[config.mk]
export PLATFORM = sky130hd
export DESIGN_NAME = nmea_sentence_framer_top
export DESIGN_NICKNAME = d
export VERILOG_FILES = /design/src/rtl/core/nsf_pkg.sv /design/src/rtl/core/nmea_sentence_framer_top.sv
export VERILOG_INCLUDE_DIRS = /design/src /design/src/rtl/core
export SDC_FILE = /design/constraint.sdc
export NUM_CORES = 1
export LEC_CHECK = 0
export ABC_AREA = 1
export BUFFER_PORTS_ARGS = -buffer_cell sky130_fd_sc_hd__buf_2
export CAP_MARGIN = 10
export CORE_ASPECT_RATIO = 0.7
export CORE_MARGIN = 2
export CORE_UTILIZATION = 50
export DETAILED_ROUTE_END_ITERATION = 8
export GPL_TIMING_DRIVEN = 1
export PLACE_DENSITY = 0.69
export SYNTH_ARGS = -nofsm -noshare
export SYNTH_HDL_FRONTEND = slang
export SYNTH_SLANG_ARGS = --single-unit
[constraint.sdc]
create_clock -name clk -period 5 [get_ports clk]
set_input_delay 0.25 -clock clk [delete_from_list [all_inputs] [get_ports clk]]
set_output_delay 0.25 -clock clk [all_outputs]
set_load 0.05 [all_outputs]
[src/rtl/core/nmea_sentence_framer_top_defines.svh]
// Assertion macros for the NMEA sentence framer.
`ifndef NMEA_SENTENCE_FRAMER_TOP_DEFINES_SVH
`define NMEA_SENTENCE_FRAMER_TOP_DEFINES_SVH

// Same-cycle implication, sampled on clk, off during reset.
`define NSF_ASSERT_NOW(lbl, ante, cons, msg) \
  lbl: assert property (@(posedge clk) disable iff (!rst_n) (ante) |-> (cons)) \
    else $error(msg);

// Next-cycle implication, sampled on clk, off during reset.
`define NSF_ASSERT_NEXT(lbl, ante, cons, msg) \
  lbl: assert property (@(posedge clk) disable iff (!rst_n) (ante) |=> (cons)) \
    else $error(msg);

`endif

[src/rtl/core/nsf_pkg.sv]
// Shared types and constants for the NMEA sentence framer.
package nsf_pkg;

  localparam int MAX_SENTENCE_DEF = 128;
  localparam int NUM_KINDS        = 5;
  localparam int HDR_LEN          = 5;

  localparam logic [7:0] CH_DOLLAR = 8'h24;
  localparam logic [7:0] CH_STAR   = 8'h2A;
  localparam logic [7:0] CH_CR     = 8'h0D;
  localparam logic [7:0] CH_LF     = 8'h0A;

  localparam logic [2:0] PH_HUNT      = 3'd0;
  localparam logic [2:0] PH_BODY      = 3'd1;
  localparam logic [2:0] PH_HEX1      = 3'd2;
  localparam logic [2:0] PH_HEX2      = 3'd3;
  localparam logic [2:0] PH_HEX2_DONE = 3'd4;
  localparam logic [2:0] PH_CR        = 3'd5;
  localparam logic [2:0] PH_LF        = 3'd6;

  localparam logic [2:0] ST_OK       = 3'd0;
  localparam logic [2:0] ST_MISMATCH = 3'd1;
  localparam logic [2:0] ST_CUT      = 3'd2;
  localparam logic [2:0] ST_BADTAIL  = 3'd3;
  localparam logic [2:0] ST_TOOLONG  = 3'd4;

  localparam logic [2:0] KIND_OTHER = 3'd0;

  localparam logic [7:0] KIND_NAMES [NUM_KINDS][HDR_LEN] = '{
    '{"G", "P", "G", "G", "A"},
    '{"G", "P", "G", "S", "A"},
    '{"G", "P", "G", "S", "V"},
    '{"G", "P", "R", "M", "C"},
    '{"G", "P", "V", "T", "G"}
  };

  typedef struct packed {
    logic [2:0] status;
    logic [2:0] sentence_kind;
    logic [7:0] computed_sum;
    logic [7:0] received_sum;
    logic [7:0] sentence_length;
  } res_t;

endpackage

[src/rtl/core/nmea_sentence_framer_top.sv]
// NMEA sentence framer: checksum, header kind and tail check per received byte.
// Takes one byte per cycle, with no bubbles, while in_stall is low. Each byte updates the sentence
// state in a single registered step; a sentence result is registered into the output
// register, or into the skid register while the output is held. A one-entry skid register
// sits behind the output register, so in_stall is raised only when both hold
// an unclaimed item; it is a registered signal with no path from out_stall.
`include "nmea_sentence_framer_top_defines.svh"

module nmea_sentence_framer_top #(
  parameter int MAX_SENTENCE = nsf_pkg::MAX_SENTENCE_DEF
) (
  input  logic       clk,
  input  logic       rst_n,
  input  logic       in_valid,
  output logic       in_stall,
  input  logic [7:0] in_data_byte,
  output logic       out_valid,
  input  logic       out_stall,
  output logic [2:0] out_status,
  output logic [2:0] out_sentence_kind,
  output logic [7:0] out_computed_sum,
  output logic [7:0] out_received_sum,
  output logic [7:0] out_sentence_length
);
  import nsf_pkg::*;

  localparam logic [7:0] MaxLen = 8'(MAX_SENTENCE);

  logic [2:0]           phase_r, phase_nxt;
  logic [7:0]           xor_r, xor_nxt;
  logic [7:0]           cnt_r, cnt_nxt;
  logic [7:0]           hex_r, hex_nxt;
  logic [NUM_KINDS-1:0] hdr_r, hdr_nxt;

  logic                 out_valid_r, skid_valid_r;
  res_t                 out_r, skid_r;

  logic                 in_acc, out_take, emit, res_v;
  res_t                 res;
  logic [7:0]           cnt_inc;
  logic [NUM_KINDS-1:0] hdr_upd;
  logic [2:0]           pos;
  logic [4:0]           hd;

  function automatic logic [4:0] hex_digit(input logic [7:0] c);
    logic [4:0] r;
    r = 5'd0;
    if (c >= "0" && c <= "9") r = {1'b1, 4'(c - "0")};
    else if (c >= "a" && c <= "f") r = {1'b1, 4'(c - "a" + 8'd10)};
    else if (c >= "A" && c <= "F") r = {1'b1, 4'(c - "A" + 8'd10)};
    return r;
  endfunction

  function automatic logic [2:0] kind_of(input logic [7:0] cnt,
                                         input logic [NUM_KINDS-1:0] m);
    logic [2:0] kd;
    kd = KIND_OTHER;
    if (cnt >= 8'(HDR_LEN + 1)) begin
      for (int k = NUM_KINDS - 1; k >= 0; k--) begin
        if (m[k]) kd = 3'(k + 1);
      end
    end
    return kd;
  endfunction

  assign out_take = out_valid_r & ~out_stall;
  assign in_acc   = in_valid & ~skid_valid_r;
  assign in_stall = skid_valid_r;

  always_comb begin
    cnt_inc = (cnt_r != 8'hFF) ? cnt_r + 8'd1 : cnt_r;
    pos     = 3'(cnt_inc - 8'd2);
    hdr_upd = hdr_r;
    if (cnt_inc >= 8'd2 && cnt_inc <= 8'(HDR_LEN + 1)) begin
      for (int k = 0; k < NUM_KINDS; k++) begin
        if (KIND_NAMES[k][pos] != in_data_byte) hdr_upd[k] = 1'b0;
      end
    end
    hd = hex_digit(in_data_byte);
  end

  always_comb begin
    phase_nxt = phase_r;
    xor_nxt   = xor_r;
    cnt_nxt   = cnt_r;
    hex_nxt   = hex_r;
    hdr_nxt   = hdr_r;
    emit      = 1'b0;
    res       = '0;
    if (phase_r == PH_HUNT) begin
      if (in_data_byte == CH_DOLLAR) begin
        phase_nxt = PH_BODY;
        xor_nxt   = 8'd0;
        cnt_nxt   = 8'd1;
        hex_nxt   = 8'd0;
        hdr_nxt   = '1;
      end
    end else if (in_data_byte == CH_DOLLAR) begin
      emit      = 1'b1;
      res       = '{ST_CUT, kind_of(cnt_r, hdr_r), xor_r, hex_r, cnt_r};
      phase_nxt = PH_BODY;
      xor_nxt   = 8'd0;
      cnt_nxt   = 8'd1;
      hex_nxt   = 8'd0;
      hdr_nxt   = '1;
    end else begin
      cnt_nxt = cnt_inc;
      hdr_nxt = hdr_upd;
      unique case (phase_r)
        PH_BODY: begin
          if (in_data_byte == CH_STAR) phase_nxt = PH_HEX1;
          else xor_nxt = xor_r ^ in_data_byte;
        end
        PH_HEX1: begin
          if (hd[4]) begin
            hex_nxt   = {4'd0, hd[3:0]};
            phase_nxt = PH_HEX2;
          end else begin
            hex_nxt   = 8'd0;
            phase_nxt = PH_HEX2_DONE;
          end
        end
        PH_HEX2: begin
          if (hd[4]) hex_nxt = {hex_r[3:0], hd[3:0]};
          phase_nxt = PH_CR;
        end
        PH_HEX2_DONE: phase_nxt = PH_CR;
        PH_CR: begin
          if (in_data_byte == CH_CR) begin
            phase_nxt = PH_LF;
          end else begin
            emit      = 1'b1;
            res       = '{ST_BADTAIL, kind_of(cnt_inc, hdr_upd), xor_r, hex_r, cnt_inc};
            phase_nxt = PH_HUNT;
          end
        end
        PH_LF: begin
          emit      = 1'b1;
          phase_nxt = PH_HUNT;
          if (in_data_byte != CH_LF)
            res = '{ST_BADTAIL, kind_of(cnt_inc, hdr_upd), xor_r, hex_r, cnt_inc};
          else if (xor_r == hex_r)
            res = '{ST_OK, kind_of(cnt_inc, hdr_upd), xor_r, hex_r, cnt_inc};
          else
            res = '{ST_MISMATCH, kind_of(cnt_inc, hdr_upd), xor_r, hex_r, cnt_inc};
        end
        default: phase_nxt = PH_HUNT;
      endcase
      if (!emit && phase_r <= PH_CR && cnt_inc >= MaxLen) begin
        emit      = 1'b1;
        cnt_nxt   = MaxLen;
        phase_nxt = PH_HUNT;
        res       = '{ST_TOOLONG, kind_of(MaxLen, hdr_upd), xor_nxt, hex_nxt, MaxLen};
      end
    end
  end

  assign res_v = in_acc & emit;

  always_ff @(posedge clk) begin
    if (!rst_n) begin
      phase_r <= PH_HUNT;
      xor_r   <= 8'd0;
      cnt_r   <= 8'd0;
      hex_r   <= 8'd0;
      hdr_r   <= '1;
    end else if (in_acc) begin
      phase_r <= phase_nxt;
      xor_r   <= xor_nxt;
      cnt_r   <= cnt_nxt;
      hex_r   <= hex_nxt;
      hdr_r   <= hdr_nxt;
    end
  end

  always_ff @(posedge clk) begin
    if (!rst_n) begin
      out_valid_r  <= 1'b0;
      skid_valid_r <= 1'b0;
    end else if (out_take || !out_valid_r) begin
      if (skid_valid_r) begin
        out_valid_r  <= 1'b1;
        skid_valid_r <= 1'b0;
      end else begin
        out_valid_r  <= res_v;
      end
    end else if (res_v) begin
      skid_valid_r <= 1'b1;
    end
  end

  always_ff @(posedge clk) begin
    if (out_take || !out_valid_r) begin
      if (skid_valid_r) out_r <= skid_r;
      else if (res_v) out_r <= res;
    end else if (res_v) begin
      skid_r <= res;
    end
  end

  assign out_valid           = out_valid_r;
  assign out_status          = out_r.status;
  assign out_sentence_kind   = out_r.sentence_kind;
  assign out_computed_sum    = out_r.computed_sum;
  assign out_received_sum    = out_r.received_sum;
  assign out_sentence_length = out_r.sentence_length;

  `NSF_ASSERT_NOW(a_skid_behind_out, skid_valid_r, out_valid_r,
                  "skid holds an item while output register is empty")
  `NSF_ASSERT_NOW(a_len_in_range, phase_r != PH_HUNT,
                  cnt_r >= 8'd1 && cnt_r <= MaxLen, "byte count out of range")
  `NSF_ASSERT_NOW(a_toolong_len, out_valid_r && out_status == ST_TOOLONG,
                  out_sentence_length == MaxLen, "too-long item with wrong length")
  `NSF_ASSERT_NEXT(a_dollar_starts, in_acc && in_data_byte == CH_DOLLAR,
                   phase_r == PH_BODY && cnt_r == 8'd1, "dollar did not start a sentence")

endmodule

=== Yosys cells after proc, flatten, opt, wreduce, memory -nomap -nowiden ===
Memories as Yosys holds them, arrays and structs flattened.
Cells that the tools add are included.

* Register bits: 94
* Memory bits (read-only): 320
* Input port bits: 12
* Output and inout port bits: 32
* Logic and storage cells: 161
* Memories kept: 5

* $add $sub $neg: 7
* Magnitude comparators: 13
* Eq/ne operators: 19
* Multiplexer cells: 74
* Bitwise logic cells: 9
* Reduce and logical (&&, ||, !) cells: 17

{| class="wikitable"
|+ Memory list
! name !! depth !! width !! rd ports !! clocked after memory_dff !! wr ports !! line !! source
|-
| (name not given) || 8 || 8 || 1 || 0 || 0 || nmea_sentence_framer_top.sv:76 || <nowiki>if (KIND_NAMES[k][pos] != in_data_byte) hdr_upd[k] = 1'b0;</nowiki>
|-
| (name not given) || 8 || 8 || 1 || 0 || 0 || nmea_sentence_framer_top.sv:76 ||
|-
| (name not given) || 8 || 8 || 1 || 0 || 0 || nmea_sentence_framer_top.sv:76 ||
|-
| (name not given) || 8 || 8 || 1 || 0 || 0 || nmea_sentence_framer_top.sv:76 ||
|-
| (name not given) || 8 || 8 || 1 || 0 || 0 || nmea_sentence_framer_top.sv:76 ||
|}

{| class="wikitable"
|+ Operators with widths
! cell !! count
|-
| two-way mux 8 bit || 23
|-
| two-way mux 30 bit || 5
|-
| two-way mux 29 bit || 2
|-
| case mux 29 bit (2 select lines) || 1
|-
| two-way mux 3 bit || 19
|-
| inequality test 8 bit || 5
|-
| two-way mux 5 bit || 7
|-
| two-way mux 28 bit || 1
|-
| equality test 8 x 6 -> 1 bit, second input constant || 2
|-
| >= comparator 8 x 3 -> 1 bit, second input constant || 2
|-
| >= comparator 8 x 7 -> 1 bit, second input constant || 2
|-
| <= comparator 8 x 7 -> 1 bit, second input constant || 2
|-
| case mux 8 bit (2 select lines) || 1
|-
| two-way mux 1 bit || 12
|-
| case mux 3 bit (4 select lines) || 1
|-
| subtractor 4 x 1 -> 4 bit, second input constant || 3
|-
| equality test 3 bit, second input constant || 3
|-
| adder 4 bit, second input constant || 2
|-
| adder 8 x 1 -> 8 bit, second input constant || 1
|-
| equality test 8 x 4 -> 1 bit, second input constant || 1
|-
| equality test 8 bit || 1
|-
| >= comparator 8 x 2 -> 1 bit, second input constant || 1
|-
| >= comparator 8 x 6 -> 1 bit, second input constant || 1
|-
| >= comparator 8 bit, second input constant || 1
|-
| other kinds (25) || 40
|}

=== Depth between registers and ports, before layout ===
* Depth in word-level cells: 24
* Depth in mapped cells: 26
* Depth with buffers taken out: 24

=== Worst setup path after synthesis ===
No wires, ideal clock.

* Path kind: input port to flip-flop
* Start: input port in_data_byte[1]
* End: register out_r (netlist bit out_computed_sum[0]), enable pin
* Data arrival time: 3.651 ns
* Slack: 0.886 ns
* Cell stages on the path: 10
* Buffers on the path: 0
* Cells stage by stage: inv_1 -> ha_1 -> inv_1 -> nor4_4 -> inv_2 -> nand2_4 -> inv_2 -> nand2_4 -> nand2_1 -> a21boi_0

* Cells in the longest elaborated chain, start to end: 14

{| class="wikitable"
|+ Ends and longest elaborated chain
! element !! line !! source
|-
| start, declared || nmea_sentence_framer_top.sv:16 || <nowiki>input logic [7:0] in_data_byte,</nowiki>
|-
| equality test 8 x 4 -> 1 bit || nmea_sentence_framer_top.sv:129 || <nowiki>if (in_data_byte == CH_CR) begin</nowiki>
|-
| two-way mux 1 bit || nmea_sentence_framer_top.sv:129 ||
|-
| case mux 1 bit (2 select lines) || nmea_sentence_framer_top.sv:109 || <nowiki>unique case (phase_r)</nowiki>
|-
| two-way mux 1 bit || nmea_sentence_framer_top.sv:98 || <nowiki>end else if (in_data_byte == CH_DOLLAR) begin</nowiki>
|-
| two-way mux 1 bit || nmea_sentence_framer_top.sv:90 || <nowiki>if (phase_r == PH_HUNT) begin</nowiki>
|-
| logical NOT 1 bit || nmea_sentence_framer_top.sv:149 || <nowiki>if (!emit && phase_r <= PH_CR && cnt_inc >= MaxLen) begin</nowiki>
|-
| logical AND 1 bit (2 in a row) || nmea_sentence_framer_top.sv:149 ||
|-
| two-way mux 1 bit || nmea_sentence_framer_top.sv:149 ||
|-
| two-way mux 1 bit * || nmea_sentence_framer_top.sv:98 ||
|-
| two-way mux 1 bit * || nmea_sentence_framer_top.sv:90 ||
|-
| AND 1 bit * || nmea_sentence_framer_top.sv:158 || <nowiki>assign res_v = in_acc & emit;</nowiki>
|-
| nonzero test 2 bit (no source line) * || - ||
|-
| AND reduction 2 bit (no source line) * || - ||
|-
| end signal, assigned || nmea_sentence_framer_top.sv:194 || <nowiki>if (skid_valid_r) out_r <= skid_r;</nowiki>
|-
| end signal, assigned || nmea_sentence_framer_top.sv:195 || <nowiki>else if (res_v) out_r <= res;</nowiki>
|-
| end, declared || nmea_sentence_framer_top.sv:36 || <nowiki>res_t out_r, skid_r;</nowiki>
|}

Every way passes the cells marked *; elsewhere a longest branch is shown, timed or not. The select of a mux whose other input is x is not followed.
A chain may end at the register's enable or synchronous reset.

=== Worst setup path after layout ===
* Start: register cnt_r[0]
* End: register out_r (netlist bit out_sentence_kind[2]), data pin

* Cells in the longest elaborated chain, start to end: 24

{| class="wikitable"
|+ Ends and longest elaborated chain
! element !! line !! source
|-
| start, declared || nmea_sentence_framer_top.sv:31 || <nowiki>logic [7:0] cnt_r, cnt_nxt;</nowiki>
|-
| start signal, assigned || nmea_sentence_framer_top.sv:170 || <nowiki>cnt_r <= cnt_nxt;</nowiki>
|-
| adder 8 x 1 -> 8 bit / inequality test 8 bit (equally long branches) || nmea_sentence_framer_top.sv:71 || <nowiki>cnt_inc = (cnt_r != 8'hFF) ? cnt_r + 8'd1 : cnt_r;</nowiki>
|-
| two-way mux 8 bit || nmea_sentence_framer_top.sv:71 ||
|-
| subtractor 3 x 2 -> 3 bit || nmea_sentence_framer_top.sv:72 || <nowiki>pos = 3'(cnt_inc - 8'd2);</nowiki>
|-
| NOT 3 -> 4 bit (implied by the code) || nmea_sentence_framer_top.sv:76 ||
|-
| memory read (8 x 8 bit) || - ||
|-
| two-way mux 8 bit (implied by the code) (2 in a row) || nmea_sentence_framer_top.sv:76 ||
|-
| inequality test 8 bit || nmea_sentence_framer_top.sv:76 ||
|-
| two-way mux 1 bit || nmea_sentence_framer_top.sv:76 ||
|-
| [... 7 more ...] || - ||
|-
| two-way mux 28 bit || nmea_sentence_framer_top.sv:142 || <nowiki>else if (xor_r == hex_r)</nowiki>
|-
| two-way mux 29 bit || nmea_sentence_framer_top.sv:140 || <nowiki>if (in_data_byte != CH_LF)</nowiki>
|-
| case mux 29 bit (2 select lines) || nmea_sentence_framer_top.sv:109 ||
|-
| two-way mux 30 bit || nmea_sentence_framer_top.sv:149 ||
|-
| two-way mux 30 bit * || nmea_sentence_framer_top.sv:98 ||
|-
| two-way mux 30 bit * || nmea_sentence_framer_top.sv:90 ||
|-
| two-way mux 30 bit * || nmea_sentence_framer_top.sv:195 ||
|-
| two-way mux 30 bit * || nmea_sentence_framer_top.sv:194 ||
|}

Marked as above.

==> metrics.sh <==
SYNTH_REGISTER_BITS=94
FIRST_PASS_ITERS=6
SYNTH_SIMPLE_GATE_AREA_SHARE_PCT=29.8
SYNTH_COMPOUND_GATE_AREA_SHARE_PCT=13.2
MAX_CLOCK_SKEW_PS=8.67
PWR_DENSITY_CELL_nW_PER_UM2=352
SYN_NETS=755
GRT.TOTAL_USAGE_PCT=25.3
TIMING_WORST_SLEW_PIN_VALUE_PS=1090
FINAL_HPWL_DP_MM=10.3
LARGEST_NET_DEGREE_AT_THE_START_OF_GLOBAL_ROUTING=39
ROUTE.VIAS.TOTAL=5020
CRITICAL_PATH_CLASS='flop to flop'
POST_CTS_RESIZED=0
SYNTH-SEQ-AREA-SHARE_PCT=44.0
CTS_ROOT_BUFFER='sky130_fd_sc_hd__clkbuf_16'
SETUP_VIOL_COUNT_FINAL=0
OUTCOME='finished clean'
REQUIRED_TIME_REPORTED_FOR_THE_CRITICAL_PATH_ENDPOINT_PS=5220
POST-CTS-SETUP-BUFFERS=0
SLEW_VIOLATIONS=0
POSTSYNTHCELLCOUNT=734
MIN_PATH_TYPE='primary input to flop'
FP.DIEH_UM=92.9
CTS_BUFFERS=9
INITIALDRTVIOLATIONCOUNT=519
FLOORPLAN.DIE_AREA_UM2=12200
DRT_DRC_VIOLATIONS_LEFT=0
CLOCK-SINKS=94
CTS_MAX_PATH_BUFFERS=2
NETLIST_TOP_CELLS_AREA='sky130_fd_sc_hd__edfxtp_1 32%, sky130_fd_sc_hd__nand2_1 15%, sky130_fd_sc_hd__dfxtp_1 12%, sky130_fd_sc_hd__a21oi_1 4.7%, sky130_fd_sc_hd__nor2_1 4.7%'
DIE_W_UM=131
ANTENNA_CELLS_INSERTED=0
POST_SYNTH_FA_HA_MAJ_AREA_FRACTION_PCT=1.99
POSTSYNTHAREAPERCELL_UM2=7.69
GRT_PASS1_VIAS=4898
PATH_COMMON_CELL='sky130_fd_sc_hd__nand2_1'
LATEST_CLOCK_ARRIVAL_WITHIN_THE_WORST_SKEW_PAIR_PS=350
SYNTH-MAIN-FF-CELL='sky130_fd_sc_hd__edfxtp_1'
SYN_AREA_UM2=5650
PEAKVDDDROP_V=0.000186
WORSTPATHBUFFERINVERTERCOUNT=2
HTREE_NUM_LEVELS=3
FIN_CRIT_SH_PCT=68.4
SYNTHARSTFLOPSHARE_PCT=0
TNS_PS=0
WIRE_PER_INST_UM=15.5
SYNTHDOMINANTAREACELLTYPE='sky130_fd_sc_hd__edfxtp_1'
FMAX_GHz=0.292
POSTROUTEWIRELENGTH_MM=14.4
WORSTPATHCELLLIST='ha_1 -> nand2_2 -> nor2_4 -> nand3_1 -> nand2_2 -> inv_1 -> ha_1 -> inv_1 -> or2_2 -> o21ai_0 -> nand2_1 -> nor2_1 -> nand2_1 -> nand2_1 -> nand2_1 -> a21oi_1 -> nand3b_1 -> nand2_1 -> nand3_1 -> nand2_1'
GRT_SETUP_UNREPAIRED='no'
FINAL_PERIOD_MINUS_WORST_SETUP_SLACK_PS=3420
CAP_VIOLATIONS=0
NETLIST.AREA_LEADER.SHARE_PCT=31.9
WORST_SETUP_PATH_END_KIND='flop'
TIMING.CRITICAL_PATH.FANOUT_MAX=10
NUMPLACEDINSTANCES=911
DRIVE_GT1_SHARE_PCT=15.8
WORST_PATH_DOMINANT_CELL_FAMILY='simple AND/OR/NAND/NOR gates'
CORE_AREA_UM2=11000
SYNTH-EDFF-COUNT=60
BUFFER_PORTS.INSERTED=43
WORST_SLEW_MARGIN_REL_PCT=27.6
FIRST_PASS_GRT_WIRE_LENGTH_MM=24.0
DRT.ANTENNA.VIOLATING_NETS=0
IOPINCOUNT=44
P_LEAK_nW=2.85
EFFECTIVE_UTILIZATION_AT_FLOORPLAN_PCT=51.3
CRITICAL_PATH.SLOWEST_CELL='sky130_fd_sc_hd__ha_1'
SYNTH_TOP_FAMILY_BY_AREA='simple AND/OR/NAND/NOR gates'
START_KIND='flop'
SYNTH.LIB_CELLS_USED.DISTINCT=47
LAYOUT_AREA_OVERHEAD_PCT=11.4
WORST_SETUP_HOLD_PATH_CLK_SLEW_PS=70
LAYOUT.NETS=790
HOLD_BUF_COUNT_CTS=0
CPPEAKSTAGEDELAY_PS=490
INITIAL_ANTENNA_VIOLATION_COUNT=0
GRT_OVERFLOW_TOTAL=0
TRITONCTS_CLOCK_TREE='done'
YOSYSWARNINGS=0
POST_LAYOUT_NONFILLER_INSTANCES=927
SYNTH-XOR-AREA-SHARE_PCT=3.39
PLACEMENT_ROWS=32
SYNTH_MUX_AREA_SHARE_PCT=0
FINAL-HOLD-VIOLATION-COUNT=0
TIMING.CRITICAL_PATH.ARRIVAL_PS=3640
ROUTABILITYCONGESTION=0.922
VIAS_PER_CELL=5.42
==> final timing paths <==
check / startpoint / slack, ps / depth (start not counted) / end
worst min register to register: cnt_r[7]$_SDFFE_PN0P_ / 490 / 2 / cnt_r[7]$_SDFFE_PN0P_
worst max register to register: cnt_r[0]$_SDFFE_PN0P_ / 1580 / 20 / out_sentence_kind[2]$_DFFE_PP_
worst max-delay path: cnt_r[0]$_SDFFE_PN0P_ / 1580 / 20 / out_sentence_kind[2]$_DFFE_PP_
worst min-delay path: rst_n / 160 / 2 / hdr_r[2]$_SDFFE_PN1P_
==> flip-flops by register name (all words and copies together) (netlist names) <==
register             cells
skid_r                  30
cnt_r                    8
hex_r                    8
out_computed_sum         8
out_received_sum         8
out_sentence_length      8
xor_r                    8
hdr_r                    5
out_sentence_kind        3
out_status               3
phase_r                  3
in_stall                 1
out_valid                1
==> layer usage <==
metal  GRT usage, %  up-vias  wire length [µm]
met1           33.9     2359              6560
met4           7.27        0               272
met2           41.1      156              6770
li1               -     2476                 -
met5              0        -                 0
met3           5.66       29               758
==> cells in the mapped netlist (2+ instances only) <==
library cell	number
sky130_fd_sc_hd__nand2_1	232
sky130_fd_sc_hd__nor2_1	70
sky130_fd_sc_hd__inv_1	69
sky130_fd_sc_hd__edfxtp_1	60
sky130_fd_sc_hd__a21oi_1	53
sky130_fd_sc_hd__o21ai_0	37
sky130_fd_sc_hd__dfxtp_1	34
sky130_fd_sc_hd__nand3_1	31
sky130_fd_sc_hd__xor2_1	17
sky130_fd_sc_hd__nand2_2	14
sky130_fd_sc_hd__clkbuf_1	11
sky130_fd_sc_hd__a211oi_2	10
sky130_fd_sc_hd__ha_1	9
sky130_fd_sc_hd__inv_2	9
sky130_fd_sc_hd__buf_2	8
sky130_fd_sc_hd__nand4_1	7
sky130_fd_sc_hd__nor3_1	7
sky130_fd_sc_hd__a22oi_1	4
sky130_fd_sc_hd__nand2_4	4
sky130_fd_sc_hd__a21boi_1	3
sky130_fd_sc_hd__a31oi_1	3
sky130_fd_sc_hd__buf_6	3
sky130_fd_sc_hd__nand3b_1	3
sky130_fd_sc_hd__nor2_4	3
sky130_fd_sc_hd__xnor2_1	3
sky130_fd_sc_hd__buf_1	2
sky130_fd_sc_hd__buf_4	2
sky130_fd_sc_hd__nand3_2	2
sky130_fd_sc_hd__nor2_2	2
sky130_fd_sc_hd__nor3_2	2
sky130_fd_sc_hd__o211ai_1	2
sky130_fd_sc_hd__o21ai_1	2
sky130_fd_sc_hd__o21ai_2	2
==> cell families (layout without fill, tap and decap cells) <==
logic type / after synthesis / count (layout)
compound gates: 123 / 123
flops: 94 / 94
xor+xnor: 21 / 21
buf+inv: 105 / 145
fa+ha+maj: 9 / 9
simple gates: 382 / 382
==> worst reg2reg max path: cells and delay by family (launching register included) <==
kind	cells	cell delay, ps
DFF	1	460
AOI/OAI and AO/OA	2	290
and+or+nand+nor	14	1630
buffers and inverters	2	190
adders and majority gates	2	730
==> cells in the final DEF (no fill, tap or decap), drive strengths merged, types with 7 or more instances in the layout <==
cell / instances
edfxtp: 60
dfxtp: 34
a211oi: 11
nand2: 250
xor2: 18
nor2: 76
nor3: 9
nand3: 34
a21oi: 53
buf: 50
clkbuf: 10
ha: 9
nand4: 7
o21ai: 41
inv: 82
==> stage by stage <==
stage               hold slack (ps)  cell area (µm²)  utilization (%)  setup slack, ps  power (W)
finish                          158             6290             57.2             1580    0.00221
global route                    164             6290             57.2             1190    0.00233
CTS                             149             6290             57.2             1590    0.00221
detailed placement              485             5980             54.3             1620    0.00149
global placement                469             5980             54.3             1690    0.00148
floorplan                       319             5650                -              886    0.00135
==> final cells by class <==
cell class / instances / area (µm²)
well taps: 153 / 191
multi-input cells: 535 / 2740
fillers: 1011 / 4720
clock buffers: 10 / 239
repair buffers: 50 / 268
flip-flops and latches: 94 / 2480
inverters: 79 / 297
clock inverters: 6 / 75.1
==> power breakdown <==
group	total, W	leakage [nW]	internal (W)	switching [W]
combinational	0.000608	1.78	0.000171	0.000437
sequential	0.000880	0.916	0.000846	0.0000339
clock	0.000725	0.152	0.000410	0.000314
Note: power is estimated with default switching activity, not from simulation.
